`config.mk`:
```
export PLATFORM = sky130hd
export DESIGN_NAME = hcbp_packer
export DESIGN_NICKNAME = d
export VERILOG_FILES = /design/src/sv/hcbp_pkg.sv /design/src/sv/hcbp_packer.sv
export VERILOG_INCLUDE_DIRS = /design/src /design/src/sv
export SDC_FILE = /design/constraint.sdc
export NUM_CORES = 1
export LEC_CHECK = 0
export ABC_CLOCK_PERIOD_IN_PS = 5400
export BUFFER_PORTS_ARGS = -buffer_cell sky130_fd_sc_hd__buf_2
export CAP_MARGIN = 15
export CORE_ASPECT_RATIO = 0.7
export CORE_MARGIN = 3
export CORE_UTILIZATION = 30
export CTS_BUF_LIST = sky130_fd_sc_hd__clkbuf_2
export CTS_CLUSTER_DIAMETER = 40
export DETAILED_ROUTE_END_ITERATION = 12
export PLACE_DENSITY = 0.54
export REMOVE_ABC_BUFFERS = 1
export SLEW_MARGIN = 15
export SYNTH_ARGS = -nofsm -noshare
export SYNTH_HDL_FRONTEND = slang
export SYNTH_SLANG_ARGS = --single-unit
export TNS_END_PERCENT = 30
```
`constraint.sdc`:
```
create_clock -name clk -period 5.4 [get_ports clk]
set_clock_uncertainty 0.1 [all_clocks]
set_input_delay 0.81 -clock clk [delete_from_list [all_inputs] [get_ports clk]]
set_output_delay 0.81 -clock clk [all_outputs]
set_load 0.02 [all_outputs]
```
`src/sv/huffman_code_bit_packer_unit_defines.svh`:
```
// Assertion macros for the Huffman code bit packer RTL.
// Included by the modules that carry concurrent checks; no other dependencies.
`ifndef HUFFMAN_CODE_BIT_PACKER_UNIT_DEFINES_SVH
`define HUFFMAN_CODE_BIT_PACKER_UNIT_DEFINES_SVH

`ifndef SYNTH
// check while out of reset
`define HCBP_ASSERT(lbl, clk, rstn, prop, msg) \
  lbl: assert property (@(posedge clk) disable iff (!rstn) (prop)) else $error(msg);
// check at every edge, reset included
`define HCBP_ASSERT_RST(lbl, clk, prop, msg) \
  lbl: assert property (@(posedge clk) (prop)) else $error(msg);
`else
`define HCBP_ASSERT(lbl, clk, rstn, prop, msg)
`define HCBP_ASSERT_RST(lbl, clk, prop, msg)
`endif

`endif

```
`src/sv/hcbp_pkg.sv`:
```
// Shared types and constants for the Huffman code bit packer.
// No dependencies; imported by every module of the block.
package hcbp_pkg;

  localparam int SYMBOLS_DEF      = 256;
  localparam int MAX_CODE_LEN_DEF = 32;
  localparam int CODE_W           = 32;
  localparam int LEN_W            = 6;
  localparam int BYTE_W           = 8;
  localparam int TOTAL_W          = 32;

  localparam logic [1:0] CMD_LOAD   = 2'd0;
  localparam logic [1:0] CMD_ENCODE = 2'd1;
  localparam logic [1:0] CMD_FLUSH  = 2'd2;

  typedef struct packed {
    logic [1:0]        cmd;
    logic [7:0]        symbol;
    logic [CODE_W-1:0] code_bits;
    logic [LEN_W-1:0]  code_length;
  } hcbp_in_t;

  typedef struct packed {
    logic [BYTE_W-1:0]  out_byte;
    logic               byte_valid;
    logic [TOTAL_W-1:0] total_bits;
    logic               last;
  } hcbp_out_t;

  typedef struct packed {
    logic [CODE_W-1:0] code;
    logic [LEN_W-1:0]  len;
  } hcbp_entry_t;

  typedef struct packed {
    logic              start_enc;
    logic              start_flush;
    logic [CODE_W-1:0] code;
    logic [LEN_W-1:0]  len;
  } hcbp_pk_ctrl_t;

  typedef struct packed {
    logic busy;
  } hcbp_pk_status_t;

endpackage

```
`src/sv/hcbp_packer.sv`:
```
// Bit packer: appends a left-aligned code to the pending byte, one byte step a cycle
// when not stalled, and emits bytes and flush results through an output register. Uses hcbp_pkg.
`include "huffman_code_bit_packer_unit_defines.svh"
module hcbp_packer (
  input  logic                      clk,
  input  logic                      rst_n,
  input  hcbp_pkg::hcbp_pk_ctrl_t   ctrl,
  output hcbp_pkg::hcbp_pk_status_t status,
  output logic                      out_valid,
  input  logic                      out_stall,
  output hcbp_pkg::hcbp_out_t       out_data
);
  import hcbp_pkg::*;

  typedef enum logic [1:0] {P_IDLE, P_ENC, P_FLUSH} pstate_t;

  pstate_t            pstate_r;
  logic [CODE_W-1:0]  code_al_r;
  logic [LEN_W-1:0]   n_r;
  logic [BYTE_W-1:0]  pend_r;
  logic [2:0]         fill_r;
  logic [TOTAL_W-1:0] total_r;
  logic               out_valid_r;
  hcbp_out_t          out_data_r;

  logic               out_free;
  logic               emit;
  logic [3:0]         room;
  logic [3:0]         take;
  logic [LEN_W-1:0]   n_nxt;
  logic [3:0]         fill_sum;
  logic [BYTE_W-1:0]  pend_nxt;
  logic [TOTAL_W:0]   sum;
  logic [TOTAL_W-1:0] total_nxt;

  always_comb begin
    out_free  = !out_valid_r || !out_stall;
    room      = 4'(BYTE_W) - {1'b0, fill_r};
    take      = (n_r < {2'b00, room}) ? n_r[3:0] : room;
    n_nxt     = n_r - {2'b00, take};
    fill_sum  = {1'b0, fill_r} + take;
    pend_nxt  = pend_r | (code_al_r[CODE_W-1 -: BYTE_W] >> fill_r);
    sum       = {1'b0, total_r} + (TOTAL_W+1)'(take);
    total_nxt = sum[TOTAL_W] ? '1 : sum[TOTAL_W-1:0];
    emit      = out_free && (((pstate_r == P_ENC) && fill_sum[3]) || (pstate_r == P_FLUSH));
  end

  always_ff @(posedge clk) begin
    if (!rst_n) begin
      pstate_r    <= P_IDLE;
      out_valid_r <= 1'b0;
      pend_r      <= '0;
      fill_r      <= '0;
      total_r     <= '0;
    end else begin
      if (emit) begin
        out_valid_r <= 1'b1;
      end else if (!out_stall) begin
        out_valid_r <= 1'b0;
      end
      unique case (pstate_r)
        P_IDLE: begin
          if (ctrl.start_flush) begin
            pstate_r <= P_FLUSH;
          end else if (ctrl.start_enc && (ctrl.len != '0)) begin
            // left-align so the next bits to send always sit at the top
            code_al_r <= ctrl.code << (LEN_W'(CODE_W) - ctrl.len);
            n_r       <= ctrl.len;
            pstate_r  <= P_ENC;
          end
        end
        P_ENC: begin
          if (out_free) begin
            code_al_r <= code_al_r << take;
            n_r       <= n_nxt;
            total_r   <= total_nxt;
            if (fill_sum[3]) begin
              out_data_r.out_byte   <= pend_nxt;
              out_data_r.byte_valid <= 1'b1;
              out_data_r.total_bits <= total_nxt;
              // fewer than a byte left: no further byte from this word
              out_data_r.last       <= (n_nxt < LEN_W'(BYTE_W));
              pend_r                <= '0;
              fill_r                <= '0;
            end else begin
              pend_r <= pend_nxt;
              fill_r <= fill_sum[2:0];
            end
            if (n_nxt == '0) begin
              pstate_r <= P_IDLE;
            end
          end
        end
        P_FLUSH: begin
          if (out_free) begin
            out_data_r.out_byte   <= (fill_r != '0) ? pend_r : '0;
            out_data_r.byte_valid <= (fill_r != '0);
            out_data_r.total_bits <= total_r;
            out_data_r.last       <= 1'b1;
            pend_r                <= '0;
            fill_r                <= '0;
            total_r               <= '0;
            pstate_r              <= P_IDLE;
          end
        end
        default: pstate_r <= P_IDLE;
      endcase
    end
  end

  assign status.busy = (pstate_r != P_IDLE);
  assign out_valid   = out_valid_r;
  assign out_data    = out_data_r;

  `HCBP_ASSERT(a_enc_has_bits, clk, rst_n, (pstate_r == P_ENC) |-> (n_r != '0), "encode step with no bits left")
  `HCBP_ASSERT(a_empty_pend_zero, clk, rst_n, (fill_r == '0) |-> (pend_r == '0), "stale bits in empty pending byte")
  `HCBP_ASSERT(a_start_when_idle, clk, rst_n, (ctrl.start_enc || ctrl.start_flush) |-> (pstate_r == P_IDLE), "packer started while busy")
  `HCBP_ASSERT_RST(a_reset_clears_out, clk, !rst_n |=> !out_valid_r, "output valid after reset")

endmodule

```
==> results of run 1 <==
[cells in the mapped netlist (all sizes together), types with 7 or more instances]
master	instances	area (sq um)
mux4	16	360
nand4	11	75.1
a31oi	36	225
a2bb2oi	7	61.3
xnor2	12	113
nor3	30	170
dfxtp	46	921
a21oi	67	354
o221ai	10	87.6
ha	14	175
mux2	15	169
and3	17	111
a221o	8	80.1
clkbuf	41	154
nand2	125	469
and2	15	96.4
o211ai	8	60.1
o21ai	60	304
mux2i	120	1200
inv	22	85.1
nand3b	7	52.6
buf	34	225
a211oi	18	135
a21o	7	52.6
edfxtp	80	2400
nand3	33	175
a311oi	7	61.3
nor2	67	269
o31ai	8	65.1
nor2b	9	56.3
o22ai	11	88.8
nor4	8	71.3
[logic make-up after synthesis]
| kind of cell | count (synthesis) | synth area share |
|---|---|---|
| simple gates | 350 | 0.181 |
| mux | 151 | 0.180 |
| xor+xnor | 15 | 0.0144 |
| flops | 126 | 0.344 |
| buf+inv | 98 | 0.0484 |
| fa+ha+maj | 17 | 0.0224 |
| compound gates | 296 | 0.210 |
[stage by stage]
| step | worst slack, ns | TNS (ns) | instance area [sq um] | hold slack [ns] |
|---|---|---|---|---|
| 2_1_floorplan | -0.610 | -26.38 | 9280 | 0.337 |
| 3_3_place_gp | 0.680 | 0 | 10500 | 0.361 |
| 3_5_place_dp | 0.530 | 0 | 10500 | 0.367 |
| 4_1_cts | 0.505 | 0 | 10700 | 0.181 |
| 5_1_grt | 0.165 | 0 | 10700 | 0.194 |
| 6_report | 0.436 | 0 | 10700 | 0.257 |
[worst paths after layout]
path                           from                     end  cells past startpoint
min                         ctrl[5]        n_r[5]$_DFFE_PP_                      3
max reg2reg  fill_r[1]$_SDFFE_PN0P_   out_data[7]$_DFFE_PP_                     17
min reg2reg  pend_r[5]$_SDFFE_PN0P_  pend_r[5]$_SDFFE_PN0P_                      2
max          fill_r[1]$_SDFFE_PN0P_   out_data[7]$_DFFE_PP_                     17
[worst reg2reg max path: stages (launching register included)]
cell and delay (ns):
dfxtp_1 0.35, buf_4 0.21, inv_1 0.12, ha_1 0.20
ha_1 0.52, xnor2_2 0.16, and3_4 0.24, a21oi_4 0.26
nand2_1 0.11, o21ai_2 0.11, ha_1 0.34, nand3_1 0.19
o311ai_4 0.14, a21o_1 0.23, nor2_1 0.83, nor2_1 0.17
nand2_1 0.13, mux2_2 0.33
[state kept, by name (all words and copies together), names as in the netlist]
register   flops
out_data      42
out_valid      1
total_r       32
pend_r         8
n_r            6
pstate_r       2
fill_r         3
code_al_r     32
[power groups by stage]
stage / sequential, W / combinational [W] / clock, W
after floorplan: 0.00135 / 0.000894 / 0
after global placement: 0.00132 / 0.00141 / 0
after detailed placement: 0.00132 / 0.00142 / 0
after CTS: 0.00130 / 0.00142 / 0.000624
after global routing: 0.00131 / 0.00157 / 0.000671
final: 0.00130 / 0.00144 / 0.000606
[routing by layer]
metal	vias to the layer above	wire, microns	track usage
met5	-	0	0
met4	0	221	0.0313
met1	4220	15400	0.279
met2	314	11800	0.230
met3	20	2240	0.0413
li1	4161	-	-
[cell type report]
cell class,count,area (sq um),share of cell area
inverters,23,88.8,0.00830
repair buffers,113,646,0.0604
clock inverters,13,125,0.0117
well taps,420,526,0.0491
flip-flops and latches,126,3320,0.311
multi-input cells,829,5890,0.551
clock buffers,19,95.1,0.00889
==> flow_summary.ini, run 1 <==
[finish]
area_delta_synth_final_pct = 10.7
n_antenna_cell = 0
stdcell_count = 1543
num-nets-final = 1168
final_common_cell = nand2_1
fill_cells = 3314
layout_common_cells = nand2_1 (125), mux2i_1 (119), buf_2 (86), edfxtp_1 (80), a21oi_1 (64)
utilization = 0.341
drive_above_1_share = 0.198

[clock_tree]
cts_tree = yes
ctsResizeCount = 0
cts-buffers-inserted = 17
cts.root.buffer_cell = clkbuf_2
h-tree-depth = 4
clockBufferDepth = 2
postCtsSetupBuffers = 0
cts.sinks = 126
hold_buffers = 0
clk_pin_slew_worst_paths_ns = 0.19
insertion_delay_ns = 0.81

[timing]
worst_slew_pin_slew_ns = 1.07
finalCritPeriodShare = 0.919
slew_headroom = 0.281
fin_crit_ns = 4.96
drv_slew = 0
rsz0062_at_grt = no
setup_viol = 0
clock.fmax_mhz = 201
hold_violations = 0

[detailed_routing]
antenna_left = 0
drtPass1Iterations = 5
drt_iter0_drc = 1222
routedWlPerCell_microns = 19.3
drc_errors = 0
viasPerCell = 5.65
wirelength_mm = 29.7
num_vias = 8715

[min_path]
hold_path.class = input pin to register

[logic_synthesis]
yosysSeqAreaShare = 0.344
syn_avg_cell_area_sq_um = 9.17
ys_types = 92
yosys_warnings = 0
ys.flop_type = edfxtp_1
synth_edf_count = 80
async_flop_share = 0
synthCells = 1053
ys_ff_latch = 126
syn-cell-area_sq_um = 9660

[worst_setup_path]
critPathTopFamily = simple AND/OR/NAND/NOR gates
cp-end-kind = register
crit_chain = buf_4, inv_1, ha_1, ha_1, xnor2_2, and3_4, a21oi_4, nand2_1, o21ai_2, ha_1, nand3_1, o311ai_4, a21o_1, nor2_1, nor2_1, nand2_1, mux2_2
critPathBufInv = 2
cp_slowest_stage_delay_ns = 0.83
worstPathArrival_ns = 5.40
crit_required_ns = 5.84
worst_setup_path_start_kind = register
crit_type = register to register
critPathSlowestCell = nor2_1
worstPathMaxFanout = 15
cpMostUsedCell = ha_1
rrSetupSlack_ns = 0.44

[die]
dieArea_sq_um = 34400
rows = 54
core-area_sq_um = 31400
ios = 87
die_x_microns = 220
die_y_microns = 156
start_util = 0.307

[global_route]
grt_usage = 0.173
grt_max_degree = 43
grt_antenna_before_repair = 0
grt_pass1_wl_mm = 46.6
gr-total-overflow = 0
grt_pass1_vias = 8052

[power_and_ir_drop]
power.density_nw_per_um2 = 312
p_sw_frac = 0.426
p_switching_w = 0.00142
p_clk_frac = 0.181
power_w = 0.00334
power_frac_seq = 0.388
peakVddDrop_v = 0.000115
power_frac_comb = 0.431
p_int_w = 0.00192
p_leak_nw = 3.93

[run]
maxCapViolCount = 0

[placement]
io_buffer_count = 86
gp_congestion = 0.895
dp_cells = 1511
dpl.hpwl_mm = 22.3

[run_status]
status = completed
(Power assumes the default switching activity.)
==> inputs of run 2 (changes only) <==
--- a/config.mk
+++ b/config.mk
@@ -9,13 +9,15 @@
 export ABC_CLOCK_PERIOD_IN_PS = 5400
 export BUFFER_PORTS_ARGS = -buffer_cell sky130_fd_sc_hd__buf_2
 export CAP_MARGIN = 15
+export CELL_PAD_IN_SITES_DETAIL_PLACEMENT = 1
+export CELL_PAD_IN_SITES_GLOBAL_PLACEMENT = 2
 export CORE_ASPECT_RATIO = 0.7
 export CORE_MARGIN = 3
 export CORE_UTILIZATION = 30
 export CTS_BUF_LIST = sky130_fd_sc_hd__clkbuf_2
 export CTS_CLUSTER_DIAMETER = 40
 export DETAILED_ROUTE_END_ITERATION = 12
-export PLACE_DENSITY = 0.54
+export PLACE_DENSITY_LB_ADDON = 0.1
 export REMOVE_ABC_BUFFERS = 1
 export SLEW_MARGIN = 15
 export SYNTH_ARGS = -nofsm -noshare
==> flow_summary.ini, run 2 (synthesis gave the netlist of run 1 again) <==
[run_status]
status = completed

[worst_setup_path]
r2r_start = fill_r[2]$_SDFFE_PN0P_
cpMostUsedCell = nand2_1
cp_slowest_stage_delay_ns = 0.69
critPathSlowestCell = nor3_1
r2r.worst_path.cells = 16
crit_type = register to register
crit_required_ns = 5.88
worst_setup_path_start_kind = register
worstPathArrival_ns = 5.53
rrSetupSlack_ns = 0.35
critPathBufInv = 1
cp-end-kind = register
worstPathMaxFanout = 13
critPathTopFamily = simple AND/OR/NAND/NOR gates
r2r-end = out_data[7]$_DFFE_PP_
crit_chain = nor3_1, inv_1, ha_1, nand3b_1, nand2_1, a21oi_4, nand2_1, o21ai_2, ha_1, nand3_1, o311ai_4, a21o_1, nor2_2, nor2_1, nand2_1, mux2_2

[detailed_routing]
antenna_left = 0
routedWlPerCell_microns = 22.7
viasPerCell = 5.66
wirelength_mm = 35.3
drtPass1Iterations = 5
drc_errors = 0
drt_iter0_drc = 727
num_vias = 8791

[die]
rows = 54
core-area_sq_um = 31400
die_x_microns = 220
start_util = 0.307
die_y_microns = 156
dieArea_sq_um = 34400
ios = 87

[clock_tree]
cts.sinks = 126
clk_pin_slew_worst_paths_ns = 0.22
cts_tree = yes
insertion_delay_ns = 0.81
h-tree-depth = 4
cts-buffers-inserted = 17
postCtsSetupBuffers = 0
hold_buffers = 0
cts.root.buffer_cell = clkbuf_2
clockBufferDepth = 2

[global_route]
grt_pass1_vias = 8524
grt_pass1_wl_mm = 54.3
grt_antenna_before_repair = 3
grt_usage = 0.208
grt_max_degree = 45
gr-total-overflow = 0

[placement]
preCtsSetupSlack_ns = 0.131
gp_congestion = 0.875
dp_cells = 1519
io_buffer_count = 86
dpl.hpwl_mm = 26.9

[timing]
rsz0062_at_grt = no
slew_headroom = 0.398
drv_slew = 0
worst_slew_pin_slew_ns = 0.899
fin_crit_ns = 5.05
finalCritPeriodShare = 0.936
worst_slack_ns = 0.347
hold_violations = 0
clock.fmax_mhz = 198
setup_viol = 0

[power_and_ir_drop]
power_w = 0.00352
p_leak_nw = 3.99
power.density_nw_per_um2 = 326
peakVddDrop_v = 0.000129

[finish]
largest_register_ffs = 42
final_common_cell = nand2_1
stdcell_count = 1552
layout_common_cells = nand2_1 (125), mux2i_1 (119), buf_2 (86), edfxtp_1 (80), a21oi_1 (64)
area_delta_synth_final_pct = 11.8
drive_above_1_share = 0.204
num-nets-final = 1176

[min_path]
hp-start = ctrl[38]
min_path_cells = 3
hold_path.class = input pin to register
min_to = pstate_r[1]$_SDFFE_PN0P_

[run]
maxCapViolCount = 0
[run 2: cell types whose count changed in the layout (fill, tap and decap cells not counted)]
cell and delta:
nor2_1 -1, diode_2 +1, clkinv_4 -2, buf_4 +9
buf_12 -1, nor2_4 +1, bufinv_16 +2, inv_6 +1
clkbuf_2 -1, clkinv_2 +2, inv_4 -1, clkinvlp_4 -1
[run 2: tightest hold or removal path: cells and delay by family]
kind,cells,cell delay (ns)
multiplexers,1,0.12
AND/OR/NAND/NOR,1,0.06
buffers and inverters,1,0.12
[run 2: per-stage QoR]
| stage | hold WS [ns] | instance area, sq um | setup TNS, ns | utilization |
|---|---|---|---|---|
| after floorplan | 0.337 | 9280 | -26.38 | - |
| after global placement | 0.354 | 10500 | 0 | 0.335 |
| after detailed placement | 0.359 | 10500 | 0 | 0.335 |
| after CTS | 0.141 | 10800 | 0 | 0.344 |
| after global routing | 0.162 | 10800 | 0 | 0.344 |
| final | 0.241 | 10800 | 0 | 0.344 |
[run 2: cell type report]
type	count	area (sq um)
fill	3699	20600
clock buffer	18	90.1
sequential	126	3320
tap	420	526
timing repair buffer	121	693
inverter	23	88.8
multi-input combinational	829	5900
clock inverter	14	173
antenna	1	2.50
[run 2: routing by layer]
layer / wire length, microns / vias to the layer above / track usage
met5: 0 / - / 0
met4: 177 / 0 / 0.0267
met3: 1880 / 14 / 0.0444
met2: 12900 / 183 / 0.255
met1: 20300 / 4418 / 0.359
li1: - / 4176 / -
[run 2: worst max-delay path by stage]
stage | depth (start not counted) | slack [ns] | from | end
after CTS | 16 | 0.07 | fill_r[2]$_SDFFE_PN0P_ | out_data[7]$_DFFE_PP_
final | 16 | 0.35 | fill_r[2]$_SDFFE_PN0P_ | out_data[7]$_DFFE_PP_
after floorplan | 13 | -0.61 | fill_r[0]$_SDFFE_PN0P_ | out_data[0]$_SDFFCE_PN1P_
after global routing | 15 | 0.05 | fill_r[2]$_SDFFE_PN0P_ | n_r[5]$_DFFE_PP_
after detailed placement | 16 | 0.13 | fill_r[2]$_SDFFE_PN0P_ | out_data[7]$_DFFE_PP_
after global placement | 16 | 0.32 | fill_r[2]$_SDFFE_PN0P_ | out_data[7]$_DFFE_PP_
[run 2: report_power, final]
group | leakage [nW] | switching, W | total [W] | internal, W
sequential | 1.12 | 0.0000963 | 0.00130 | 0.00120
combinational | 2.71 | 0.000997 | 0.00151 | 0.000515
clock | 0.160 | 0.000408 | 0.000707 | 0.000299
[run 2: timing repair]
action	in CTS	in global routing
hold endpoints to repair	0	0
gates resized for setup	0	1
setup endpoints to repair	0	25
==> inputs of run 3 (changes only) <==
--- a/config.mk
+++ b/config.mk
@@ -12,12 +12,13 @@
 export CELL_PAD_IN_SITES_DETAIL_PLACEMENT = 1
 export CELL_PAD_IN_SITES_GLOBAL_PLACEMENT = 2
 export CORE_ASPECT_RATIO = 0.7
-export CORE_MARGIN = 3
 export CORE_UTILIZATION = 30
 export CTS_BUF_LIST = sky130_fd_sc_hd__clkbuf_2
 export CTS_CLUSTER_DIAMETER = 40
+export CTS_CLUSTER_SIZE = 28
 export DETAILED_ROUTE_END_ITERATION = 12
 export PLACE_DENSITY_LB_ADDON = 0.1
+export RECOVER_POWER = 25
 export REMOVE_ABC_BUFFERS = 1
 export SLEW_MARGIN = 15
 export SYNTH_ARGS = -nofsm -noshare
==> flow_summary.ini, run 3 (synthesis gave the netlist of run 1 again) <==
[run_status]
status = complete, but fails checks
violations = max-capacitance violations, max-slew violations

[finish]
area_delta_synth_final_pct = 10.6
fill_cells = 3694
layout_common_cells = nand2_1 (125), mux2i_1 (119), edfxtp_1 (80), buf_2 (66), a21oi_1 (64)
num-nets-final = 1176
final_common_cell = nand2_1
stdcell_count = 1553
largest_register_ffs = 42
drive_above_1_share = 0.182
final_area_sq_um = 10700

[detailed_routing]
drtPass1Iterations = 5
num_vias = 8809
routedWlPerCell_microns = 23.1
antenna_left = 0
drc_errors = 0
viasPerCell = 5.67
drt_iter0_drc = 763
wirelength_mm = 35.9

[die]
die_y_microns = 152
ios = 87
die_x_microns = 216
dieArea_sq_um = 32900
rows = 54
start_util = 0.307
core-area_sq_um = 31400

[global_route]
grt_antenna_before_repair = 3
grt_pass1_wl_mm = 55.6
gr-total-overflow = 0
grt_max_degree = 43
grt_pass1_vias = 8666
grt_usage = 0.222

[power_and_ir_drop]
power_w = 0.00334
peakVddDrop_v = 0.000120
power.density_nw_per_um2 = 313
power_frac_seq = 0.389
p_int_w = 0.00182
power_frac_comb = 0.450
p_clk_frac = 0.160
p_leak_nw = 3.87
p_switching_w = 0.00152
p_sw_frac = 0.455

[clock_tree]
cts_tree = yes
cts-buffers-inserted = 17
clockBufferDepth = 2
cts.root.buffer_cell = clkbuf_2
insertion_delay_ns = 0.81
postCtsSetupBuffers = 0
cts.sinks = 126
h-tree-depth = 4
clk_pin_slew_worst_paths_ns = 0.22

[worst_setup_path]
cp-end-kind = register
crit_type = register to register
worstPathMaxFanout = 33
r2r.worst_path.cells = 13
crit_required_ns = 5.86
worstPathArrival_ns = 5.41
worst_setup_path_start_kind = register

[timing]
hold_violations = 0
setup_viol = 0
rsz0062_at_grt = no
drv_slew = 24
slew_headroom = -0.455
worst_slew_pin_slew_ns = 2.18
fin_crit_ns = 4.95
finalCritPeriodShare = 0.917
clock.fmax_mhz = 202

[placement]
io_buffer_count = 86
placed_cell_area_sq_um = 10500
dp_cells = 1519
gp_congestion = 0.827
dpl.hpwl_mm = 27.4

[run]
maxCapViolCount = 1

[min_path]
hold_path.class = input pin to register
min_path_cells = 3
run 3: cell count changes in the layout (fill, tap and decap cells not counted), sizes merged:
| cell | delta |
|---|---|
| inv | -1 |
| bufinv | -4 |
| diode | +1 |
| clkinvlp | +4 |
| clkbuf | +25 |
| buf | -24 |
run 3: timing repair:
| action | in CTS | in global routing |
|---|---|---|
| setup endpoints to repair | 0 | 29 |
| hold buffers | 0 | 0 |
| gates resized for setup | 0 | 2 |
run 3: layer usage:
metal  routed length (microns)  GRT usage
met4                       233     0.0439
met3                      2280     0.0457
met2                     13200      0.272
met1                     20200      0.376
met5                         0          0
run 3: worst paths after layout:
kind	from	end	slack [ns]
setup / recovery	fill_r[2]$_SDFFE_PN0P_	out_data[34]$_DFFE_PP_	0.45
hold / removal	ctrl[38]	pstate_r[1]$_SDFFE_PN0P_	0.22
setup reg to reg	fill_r[2]$_SDFFE_PN0P_	out_data[34]$_DFFE_PP_	0.45
hold reg to reg	pend_r[7]$_SDFFE_PN0P_	pend_r[7]$_SDFFE_PN0P_	0.41
run 3: power by group through the flow:
stage                     clock network (W)  registers [W]  logic (W)
after floorplan                           0        0.00135   0.000894
after global placement                    0        0.00132    0.00150
after detailed placement                  0        0.00132    0.00150
after CTS                          0.000559        0.00130    0.00151
after global routing               0.000599        0.00132    0.00164
final                              0.000536        0.00130    0.00150
run 3: critical path: stages, from the launching register on:
cell and delay [ns]:
dfxtp_1 0.68, inv_1 0.19, ha_1 0.62, nand3b_1 0.22, and2_1 0.25, o22ai_2 0.14, or2_2 0.40, ha_1 0.30
a21o_1 0.17, a21oi_1 0.18, xnor2_1 0.25, nand2_1 0.38, and3_2 0.55, buf_12 0.23
run 3: cell type report:
type / count / area (sq um) / share of cell area
multi-input cells: 829 / 5900 / 0.552
inverters: 23 / 88.8 / 0.00832
diodes: 2 / 5.00 / 0.000469
flip-flops and latches: 126 / 3320 / 0.311
clock inverters: 13 / 77.6 / 0.00726
repair buffers: 121 / 666 / 0.0623
clock buffers: 19 / 95.1 / 0.00890
well taps: 420 / 526 / 0.0492
run 3: through the flow:
stage                     hold slack (ns)  setup TNS (ns)   util  setup WS (ns)
final                               0.215               0  0.340          0.446
after global routing                0.129               0  0.340          0.118
after CTS                           0.108               0  0.341         0.0456
after detailed placement            0.363               0  0.336         0.0755
after global placement              0.354               0  0.336          0.270
after floorplan                     0.337          -26.38      -         -0.610
